<file path="config.mk">
export PLATFORM = sky130hd
export DESIGN_NAME = chained_free_block_allocator
export DESIGN_NICKNAME = d
export VERILOG_FILES = /design/src/sv/cfba_pkg.sv /design/src/sv/cfba_stack_mem.sv /design/src/sv/chained_free_block_allocator.sv
export SDC_FILE = /design/constraint.sdc
export NUM_CORES = 2
export LEC_CHECK = 0
export BUFFER_PORTS_ARGS = -buffer_cell sky130_fd_sc_hd__buf_4
export CORE_MARGIN = 1
export CORE_UTILIZATION = 61
export DETAILED_ROUTE_END_ITERATION = 6
export PLACE_DENSITY = 0.79
export SYNTH_ARGS = -nofsm -noshare
export SYNTH_HDL_FRONTEND = slang
export SYNTH_SLANG_ARGS = --single-unit
export TNS_END_PERCENT = 100
</file>
<file path="constraint.sdc">
create_clock -name i_clk -period 6.7 [get_ports i_clk]
set_input_delay 0.67 -clock i_clk [delete_from_list [all_inputs] [get_ports i_clk]]
set_output_delay 0.67 -clock i_clk [all_outputs]
set_load 0.01 [all_outputs]
</file>
<file path="src/sv/cfba_pkg.sv">
package cfba_pkg;

    localparam int WORD_W         = 32;
    localparam int FREE_SLOTS_DEF = 32;
    localparam logic [WORD_W-1:0] VOLUME_RESET = '1;

    typedef enum logic [1:0] {
        ACT_ALLOC  = 2'd0,
        ACT_FREE   = 2'd1,
        ACT_REFILL = 2'd2,
        ACT_NOP    = 2'd3
    } t_action;

    typedef enum logic [1:0] {
        KIND_ACK   = 2'd0,
        KIND_GRANT = 2'd1,
        KIND_SPILL = 2'd2,
        KIND_FETCH = 2'd3
    } t_kind;

    typedef enum logic [1:0] {
        STAT_OK       = 2'd0,
        STAT_BAD_NUM  = 2'd1,
        STAT_NO_SPACE = 2'd2,
        STAT_BUSY     = 2'd3
    } t_status;

    typedef enum logic [1:0] {
        ST_IDLE,
        ST_POP,
        ST_FETCH,
        ST_SPILL
    } t_state;

    typedef struct packed {
        t_action           action;
        logic [WORD_W-1:0] block_number;
        logic [WORD_W-1:0] refill_value;
    } t_req;

    typedef struct packed {
        t_kind             kind;
        t_status           status;
        logic [WORD_W-1:0] value;
        logic [WORD_W-1:0] target_block;
        logic              last;
    } t_res;

    function automatic t_res mk_res(t_kind kind, t_status status, logic [WORD_W-1:0] value,
                                    logic [WORD_W-1:0] target, logic last);
        t_res r;
        r.kind         = kind;
        r.status       = status;
        r.value        = value;
        r.target_block = target;
        r.last         = last;
        return r;
    endfunction

endpackage

</file>
<file path="src/sv/cfba_stack_mem.sv">
module cfba_stack_mem
    import cfba_pkg::*;
#(
    parameter int DEPTH = FREE_SLOTS_DEF,
    parameter int AW    = $clog2(FREE_SLOTS_DEF)
) (
    input  logic              i_clk,
    input  logic              i_we,
    input  logic [AW-1:0]     i_waddr,
    input  logic [WORD_W-1:0] i_wdata,
    input  logic              i_re,
    input  logic [AW-1:0]     i_raddr,
    output logic [WORD_W-1:0] o_rdata
);

    logic [WORD_W-1:0] mem [DEPTH];
    logic [WORD_W-1:0] r_rdata;

    always_ff @(posedge i_clk) begin
        if (i_we) begin
            mem[i_waddr] <= i_wdata;
        end
    end

    // registered read
    always_ff @(posedge i_clk) begin
        if (i_re) begin
            r_rdata <= mem[i_raddr];
        end
    end

    assign o_rdata = r_rdata;

endmodule

</file>
<file path="src/sv/chained_free_block_allocator.sv">
// channel   | direction | handshake                     | payload
// ----------+-----------+-------------------------------+-------------------------
// request   | in        | i_start high while o_busy low | i_req   (t_req)
// result    | out       | o_valid strobe, one cycle     | o_res   (t_res)
// config    | in        | i_cfg_we, no wait             | i_cfg_data (volume_blocks)
//
// free, refill and rejected requests are acknowledged the next cycle
// an allocate waits in ST_POP for the registered stack read; a chain pop adds ST_FETCH
// a spill sends the count word, then one stack word read from the memory port per cycle
// reset (synchronous, active low) empties the stack and ends any load; no clearing pass
// the result side cannot stall; each result is valid for exactly one cycle
module chained_free_block_allocator
    import cfba_pkg::*;
#(
    parameter int FREE_SLOTS = FREE_SLOTS_DEF
) (
    input  logic              i_clk,
    input  logic              i_rst_n,
    // request channel
    input  logic              i_start,
    output logic              o_busy,
    input  t_req              i_req,
    // result channel
    output logic              o_valid,
    output t_res              o_res,
    // configuration
    input  logic              i_cfg_we,
    input  logic [WORD_W-1:0] i_cfg_data
);

    // count holds 0..FREE_SLOTS, slot address holds 0..FREE_SLOTS-1
    localparam int CW = $clog2(FREE_SLOTS + 1);
    localparam int AW = $clog2(FREE_SLOTS);
    localparam logic [CW-1:0]     SLOTS_C   = CW'(FREE_SLOTS);
    localparam logic [AW-1:0]     LAST_SLOT = AW'(FREE_SLOTS - 1);
    localparam logic [WORD_W-1:0] SLOTS_W   = WORD_W'(FREE_SLOTS);

    t_state            r_state, n_state;
    logic [CW-1:0]     r_count, n_count;
    logic              r_loading, n_loading;
    logic [CW-1:0]     r_load_idx, n_load_idx;   // 0: count word awaited, else 1-based slot
    logic [WORD_W-1:0] r_volume;
    logic [WORD_W-1:0] r_bn, n_bn;               // spill target or chain block
    logic [AW-1:0]     r_idx, n_idx;             // spill read pointer
    logic              r_valid, n_valid;
    t_res              r_res, n_res;

    // stack memory port signals
    logic              mem_we;
    logic [AW-1:0]     mem_waddr;
    logic [WORD_W-1:0] mem_wdata;
    logic              mem_re;
    logic [AW-1:0]     mem_raddr;
    logic [WORD_W-1:0] mem_rdata;

    logic              accept;
    logic [CW-1:0]     count_dec;
    logic [CW-1:0]     load_dec;

    // a write lands at the edge of the cycle that issues it and every read is
    // issued on a later edge, so no forwarding path is needed
    cfba_stack_mem #(
        .DEPTH (FREE_SLOTS),
        .AW    (AW)
    ) u_stack (
        .i_clk   (i_clk),
        .i_we    (mem_we),
        .i_waddr (mem_waddr),
        .i_wdata (mem_wdata),
        .i_re    (mem_re),
        .i_raddr (mem_raddr),
        .o_rdata (mem_rdata)
    );

    assign accept    = i_start && (r_state == ST_IDLE);
    assign count_dec = r_count - CW'(1);
    assign load_dec  = r_load_idx - CW'(1);

    always_comb begin
        n_state    = r_state;
        n_count    = r_count;
        n_loading  = r_loading;
        n_load_idx = r_load_idx;
        n_bn       = r_bn;
        n_idx      = r_idx;
        n_valid    = 1'b0;
        n_res      = mk_res(KIND_ACK, STAT_OK, '0, '0, 1'b1);
        mem_we     = 1'b0;
        mem_waddr  = r_count[AW-1:0];
        mem_wdata  = i_req.block_number;
        mem_re     = 1'b0;
        mem_raddr  = count_dec[AW-1:0];

        unique case (r_state)
            ST_IDLE: begin
                if (accept) begin
                    unique case (i_req.action)
                        ACT_ALLOC: begin
                            n_valid = 1'b1;
                            if (r_loading) begin
                                n_res = mk_res(KIND_ACK, STAT_BUSY, '0, '0, 1'b1);
                            end else if (r_count == '0) begin
                                n_res = mk_res(KIND_ACK, STAT_NO_SPACE, '0, '0, 1'b1);
                            end else begin
                                // pop: result decided once the top word is read
                                n_valid = 1'b0;
                                n_count = count_dec;
                                mem_re  = 1'b1;
                                n_state = ST_POP;
                            end
                        end
                        ACT_FREE: begin
                            n_valid = 1'b1;
                            if (r_loading) begin
                                n_res = mk_res(KIND_ACK, STAT_BUSY, '0, '0, 1'b1);
                            end else if (i_req.block_number == '0 ||
                                         i_req.block_number >= r_volume) begin
                                n_res = mk_res(KIND_ACK, STAT_BAD_NUM, '0, '0, 1'b1);
                            end else if (r_count >= SLOTS_C) begin
                                // full stack: count word now, entries stream from slot 0
                                n_res     = mk_res(KIND_SPILL, STAT_OK, SLOTS_W,
                                                   i_req.block_number, 1'b0);
                                n_bn      = i_req.block_number;
                                n_idx     = '0;
                                mem_re    = 1'b1;
                                mem_raddr = '0;
                                n_state   = ST_SPILL;
                            end else begin
                                mem_we  = 1'b1;
                                n_count = r_count + CW'(1);
                            end
                        end
                        ACT_REFILL: begin
                            n_valid = 1'b1;
                            if (!r_loading || r_load_idx == '0) begin
                                // count word, saturated to the stack size
                                if (i_req.refill_value > SLOTS_W) begin
                                    n_count = SLOTS_C;
                                    n_res   = mk_res(KIND_ACK, STAT_BAD_NUM, '0, '0, 1'b1);
                                end else begin
                                    n_count = i_req.refill_value[CW-1:0];
                                end
                                n_loading  = (n_count != '0);
                                n_load_idx = (n_count != '0) ? CW'(1) : '0;
                            end else begin
                                // entry word fills the next slot
                                mem_we    = 1'b1;
                                mem_waddr = load_dec[AW-1:0];
                                mem_wdata = i_req.refill_value;
                                if (r_load_idx >= r_count) begin
                                    n_loading  = 1'b0;
                                    n_load_idx = '0;
                                end else begin
                                    n_load_idx = r_load_idx + CW'(1);
                                end
                            end
                        end
                        ACT_NOP: begin
                        end
                    endcase
                end
            end
            ST_POP: begin
                n_valid = 1'b1;
                n_state = ST_IDLE;
                if (mem_rdata == '0) begin
                    n_res = mk_res(KIND_ACK, STAT_NO_SPACE, '0, '0, 1'b1);
                end else if (r_count == '0) begin
                    // last entry is a chain block: grant it, then ask for its contents
                    n_res      = mk_res(KIND_GRANT, STAT_OK, mem_rdata, '0, 1'b0);
                    n_bn       = mem_rdata;
                    n_loading  = 1'b1;
                    n_load_idx = '0;
                    n_state    = ST_FETCH;
                end else begin
                    n_res = mk_res(KIND_GRANT, STAT_OK, mem_rdata, '0, 1'b1);
                end
            end
            ST_FETCH: begin
                n_valid = 1'b1;
                n_res   = mk_res(KIND_FETCH, STAT_OK, '0, r_bn, 1'b1);
                n_state = ST_IDLE;
            end
            ST_SPILL: begin
                n_valid = 1'b1;
                if (r_idx == LAST_SLOT) begin
                    // stack now holds only the freed block
                    n_res     = mk_res(KIND_SPILL, STAT_OK, mem_rdata, r_bn, 1'b1);
                    mem_we    = 1'b1;
                    mem_waddr = '0;
                    mem_wdata = r_bn;
                    n_count   = CW'(1);
                    n_state   = ST_IDLE;
                end else begin
                    n_res     = mk_res(KIND_SPILL, STAT_OK, mem_rdata, r_bn, 1'b0);
                    mem_re    = 1'b1;
                    mem_raddr = r_idx + AW'(1);
                    n_idx     = r_idx + AW'(1);
                end
            end
        endcase
    end

    // control state
    always_ff @(posedge i_clk) begin
        if (!i_rst_n) begin
            r_state    <= ST_IDLE;
            r_count    <= '0;
            r_loading  <= 1'b0;
            r_load_idx <= '0;
            r_valid    <= 1'b0;
            r_volume   <= VOLUME_RESET;
        end else begin
            r_state    <= n_state;
            r_count    <= n_count;
            r_loading  <= n_loading;
            r_load_idx <= n_load_idx;
            r_valid    <= n_valid;
            if (i_cfg_we) begin
                r_volume <= i_cfg_data;
            end
        end
    end

    // payload
    always_ff @(posedge i_clk) begin
        r_bn  <= n_bn;
        r_idx <= n_idx;
        r_res <= n_res;
    end

    assign o_busy  = (r_state != ST_IDLE);
    assign o_valid = r_valid;
    assign o_res   = r_res;

    // stack count never passes the number of slots
    a_count_range: assert property (@(posedge i_clk) disable iff (!i_rst_n)
        r_count <= SLOTS_C)
        else $error("stack count above slot count");

    // an entry load never points past the announced count
    a_load_idx: assert property (@(posedge i_clk) disable iff (!i_rst_n)
        (r_loading && r_load_idx != '0) |-> (r_load_idx <= r_count))
        else $error("load index past stack count");

    // a grant that is not last is always followed by the fetch request
    a_fetch_follows: assert property (@(posedge i_clk) disable iff (!i_rst_n)
        (o_valid && o_res.kind == KIND_GRANT && !o_res.last) |=>
        (o_valid && o_res.kind == KIND_FETCH && o_res.last))
        else $error("chain grant without fetch request");

    // every spill cycle delivers a spill word the next cycle
    a_spill_stream: assert property (@(posedge i_clk) disable iff (!i_rst_n)
        (r_state == ST_SPILL) |=> (o_valid && o_res.kind == KIND_SPILL))
        else $error("spill stream broken");

endmodule

</file>
==> results.txt <==
----------------------------------------------------
[STA]
  Worst slew pin tran ... 1.336 ns
  Worst slew margin relative to its limit ... 0.1096
  WHS ... 0.1999 ns
  Setup repair after global routing missed its margin ... false
  Final count of hold timing violations ... 0
  Max-slew violation count ... 0
  Final-report setup violation count ... 0
  Summed negative setup slack over all endpoints ... 0 ns
  Post-route minimum period ... 5.080 ns
  Worst clock skew ... 0.02848 ns
  Fmax ... 196.8 MHz
  Tcrit/Tclk final ... 0.7582

[Setup path]
  Reg-to-reg startpoint ... r_volume[27]$_SDFFE_PN1P_
  Sort of element at the start of the critical path ... flop
  Worst-case reg-to-reg path depth ... 13
  Reg-to-Reg End ... u_stack.mem[9][22]$_DFFE_PP_
  Required time of the critical path ... 7.06 ns
  Source of the critical timing path ... r_volume[27]$_SDFFE_PN1P_
  CP arrival ... 5.44 ns
  Maximum fanout along the worst path ... 20
  Register-to-register path setup slack ... 1.62 ns
  Crit. End Element ... flop
  Category of the most critical setup path ... reg2reg

[Clocking]
  Resized cells post-CTS ... 0
  Clock tree from TritonCTS ... built
  Worst-skew pair later-pin latency ... 0.70 ns
  Largest buffer count on any clock path ... 3
  Hold_buf cts ... 0
  Root buffer selected by CTS ... sky130_fd_sc_hd__clkbuf_16
  Worst-path clk slew ... 0.06 ns
  Setup Fix Bufs, Post-CTS ... 0
  Number of buffers created by CTS ... 115
  Clock sink count ... 1210
  Maximum level of the CTS H-tree ... 3

[Logic synthesis]
  Register area share after synthesis ... 0.7169
  Area of the mapped netlist ... 49050 µm²
  Unique masters post-synth ... 63
  Flip-flop and latch count after synthesis ... 1210
  EDFF count, synth ... 1093
  Primary FF master, synth ... sky130_fd_sc_hd__edfxtp_1
  Share of flip-flops with an asynchronous set or reset after synthesis ... 0
  Cell taking the most area after synthesis ... sky130_fd_sc_hd__edfxtp_1
  Post-Synthesis Net Count ... 3750
  Top cell type's share of synthesized area ... 0.6691
  Instance count of the mapped netlist ... 3593
  Synth Warn # ... 0
  Largest cells by area after synthesis ... sky130_fd_sc_hd__edfxtp_1 (67%), sky130_fd_sc_hd__nand2_1 (6.0%), sky130_fd_sc_hd__dfxtp_1 (4.8%)
  Synth Area per Inst ... 13.65 µm²

[Min path]
  Path category of the worst min-delay check ... in2reg
  Terminating pin of the worst hold path ... r_volume[7]$_SDFFE_PN1P_
  Hold Crit Depth ... 3
  Startpoint of the most critical hold path ... i_cfg_data[7]

[Place]
  Post-place instance area ... 52490 µm²
  RD Place Congestion ... 0.9340
  Port Buffer Count ... 172
  Placed wire-length estimate after detailed placement ... 83950 µm

[Global route]
  Global-route total usage across every layer ... 0.3423
  Pin count of the biggest net entering global routing ... 125
  Wire length of the first global-routing pass ... 205600 µm
  Vias in the first global route ... 32170
  Grt total ovfl ... 0
  Antenna violations before repair ... 3

[Final layout]
  Most used cells in the layout excluding fill and tap cells ... sky130_fd_sc_hd__edfxtp_1 (1093), sky130_fd_sc_hd__nand2_1 (776), sky130_fd_sc_hd__buf_4 (268)
  Final instance area ... 56290 µm²
  Count of fill cells added during filler insertion ... 4913
  Leading cell type in the layout, fill and taps excluded ... sky130_fd_sc_hd__edfxtp_1
  P&R area growth vs syn ... 14.76%
  Layout cells sized above 1 ... 0.1434
  Net count reported at finish ... 3943

[Run status]
  Result of the run ... completed

[Drt]
  Post-DRT Antenna Nets ... 0
  Via total after detailed routing ... 33130
  Wirelength, routed ... 140800 µm
  Initial detailed-routing violation count ... 4835
  Via density ... 6.712
  Average routed wire per standard cell ... 28.52 µm
  DR DRC count ... 0
  Number of search-and-repair iterations in the first detailed-routing pass ... 6

[Job]
  Max-Cap Viols ... 0

[Floorplanning]
  Die width ... 285.6 µm
  Total I/O pin count ... 173
  Area enclosed by the die boundary ... 81550 µm²
  Floorplan Core Area ... 79260 µm²
  Number of placement rows ... 103
  Height of the die ... 285.6 µm
  Starting utilization of the core area ... 0.6189

[Pwr]
  Power per standard cell area ... 456.7 nW/µm²
  Total leakage power ... 20.12 nW
  Peak supply drop ... 0.4796 mV

----------------------------------------------------
synthesized netlist by cell type (all sizes together), types with 2 or more instances:
cell type / instances
and2: 41
buf: 78
nor2b: 8
a22oi: 33
or3: 4
o21ai: 120
a211oi: 4
a21boi: 71
nor4: 57
a21o: 7
a31oi: 65
nand2: 778
o22ai: 3
a221oi: 5
or4: 3
xor2: 3
ha: 55
and3: 5
o211ai: 34
mux2i: 227
nand3b: 3
a32oi: 194
edfxtp: 1093
xnor2: 11
nor3: 12
nor2: 70
nand3: 145
a2111oi: 3
nand4: 13
clkbuf: 144
dfxtp: 117
o31ai: 2
inv: 85
o41ai: 2
a21oi: 40
o21a: 5
nand2b: 7
a22o: 32
clkinv: 2
cells by family (layout without fill, tap and decap cells):
| logic type | count (synthesis) | count (layout) | share of synthesized area |
|---|---|---|---|
| fa+ha+maj | 55 | 55 | 0.01403 |
| buf+inv | 309 | 601 | 0.02620 |
| mux | 228 | 228 | 0.04655 |
| other cells | 0 | 1 | 0 |
| xor+xnor | 14 | 14 | 0.002500 |
| compound gates | 629 | 629 | 0.09418 |
| flops | 1210 | 1210 | 0.7169 |
| simple gates | 1148 | 1148 | 0.09966 |
critical path, cell delays in order (launching register included):
cell and delay [ns]:
sky130_fd_sc_hd__dfxtp_1 0.32, sky130_fd_sc_hd__inv_1 0.07, sky130_fd_sc_hd__ha_1 0.31, sky130_fd_sc_hd__a21oi_1 0.14
sky130_fd_sc_hd__o21ai_0 0.11, sky130_fd_sc_hd__a22oi_1 0.23, sky130_fd_sc_hd__nand4b_1 0.56, sky130_fd_sc_hd__o41ai_1 0.57
sky130_fd_sc_hd__nand4_1 0.14, sky130_fd_sc_hd__a21oi_1 0.36, sky130_fd_sc_hd__and2_1 0.22, sky130_fd_sc_hd__nand2_1 0.47
sky130_fd_sc_hd__nor2_4 0.83, sky130_fd_sc_hd__buf_4 0.38
registers in the layout, summed over array words and instances, names as in the netlist, 5 cells and up:
signal	flops
u_stack.o_rdata	32
r_bn	32
r_idx	5
r_load_idx	6
r_count	6
r_volume	32
u_stack.mem	1024
o_res	69
metal layers:
layer	share of wire	global-route usage
met5	0	0
met4	0.056	0.1806
met3	0.12	0.06770
met2	0.46	0.5294
met1	0.36	0.4638
how the worst max path moves through the flow:
stage                     cells past startpoint                       endpoint  slack [ns]
after floorplan                              12    u_stack.mem[3][0]$_DFFE_PP_        2.05
after global placement                       13  u_stack.mem[10][12]$_DFFE_PP_        1.34
after detailed placement                     13  u_stack.mem[10][12]$_DFFE_PP_        1.37
after CTS                                    13   u_stack.mem[9][27]$_DFFE_PP_        1.75
after global routing                         13   u_stack.mem[10][4]$_DFFE_PP_        1.51
final                                        13   u_stack.mem[9][22]$_DFFE_PP_        1.62
report_power, final:
part           switching, W  total [W]  internal, W
registers          0.000179    0.00954      0.00936
logic               0.00671    0.00961      0.00289
clock network       0.00282    0.00656      0.00373
total               0.00972     0.0257       0.0160
through the flow:
stage / cells / total power (W) / worst slack [ns] / util
2_1_floorplan: 3593 / 0.01538 / 2.055 / -
6_report: 4936 / 0.02571 / 1.620 / 0.7102
5_1_grt: 4935 / 0.02648 / 1.508 / 0.7102
4_1_cts: 4935 / 0.02546 / 1.750 / 0.7102
3_3_place_gp: 4719 / 0.01864 / 1.337 / 0.6623
3_5_place_dp: 4719 / 0.01889 / 1.368 / 0.6623
area by class of cell:
cell class                 instances  area, µm²  share of cell area
multi-input combinational       2074      13080              0.2323
timing repair buffer             298       2613             0.04641
clock buffer                     140       3034             0.05390
sequential                      1210      35160              0.6247
antenna                            1      2.502          0.00004445
clock inverter                    76      760.7             0.01351
inverter                          87      326.6            0.005801
tap                             1050       1314             0.02334
(Power assumes the default switching activity.)
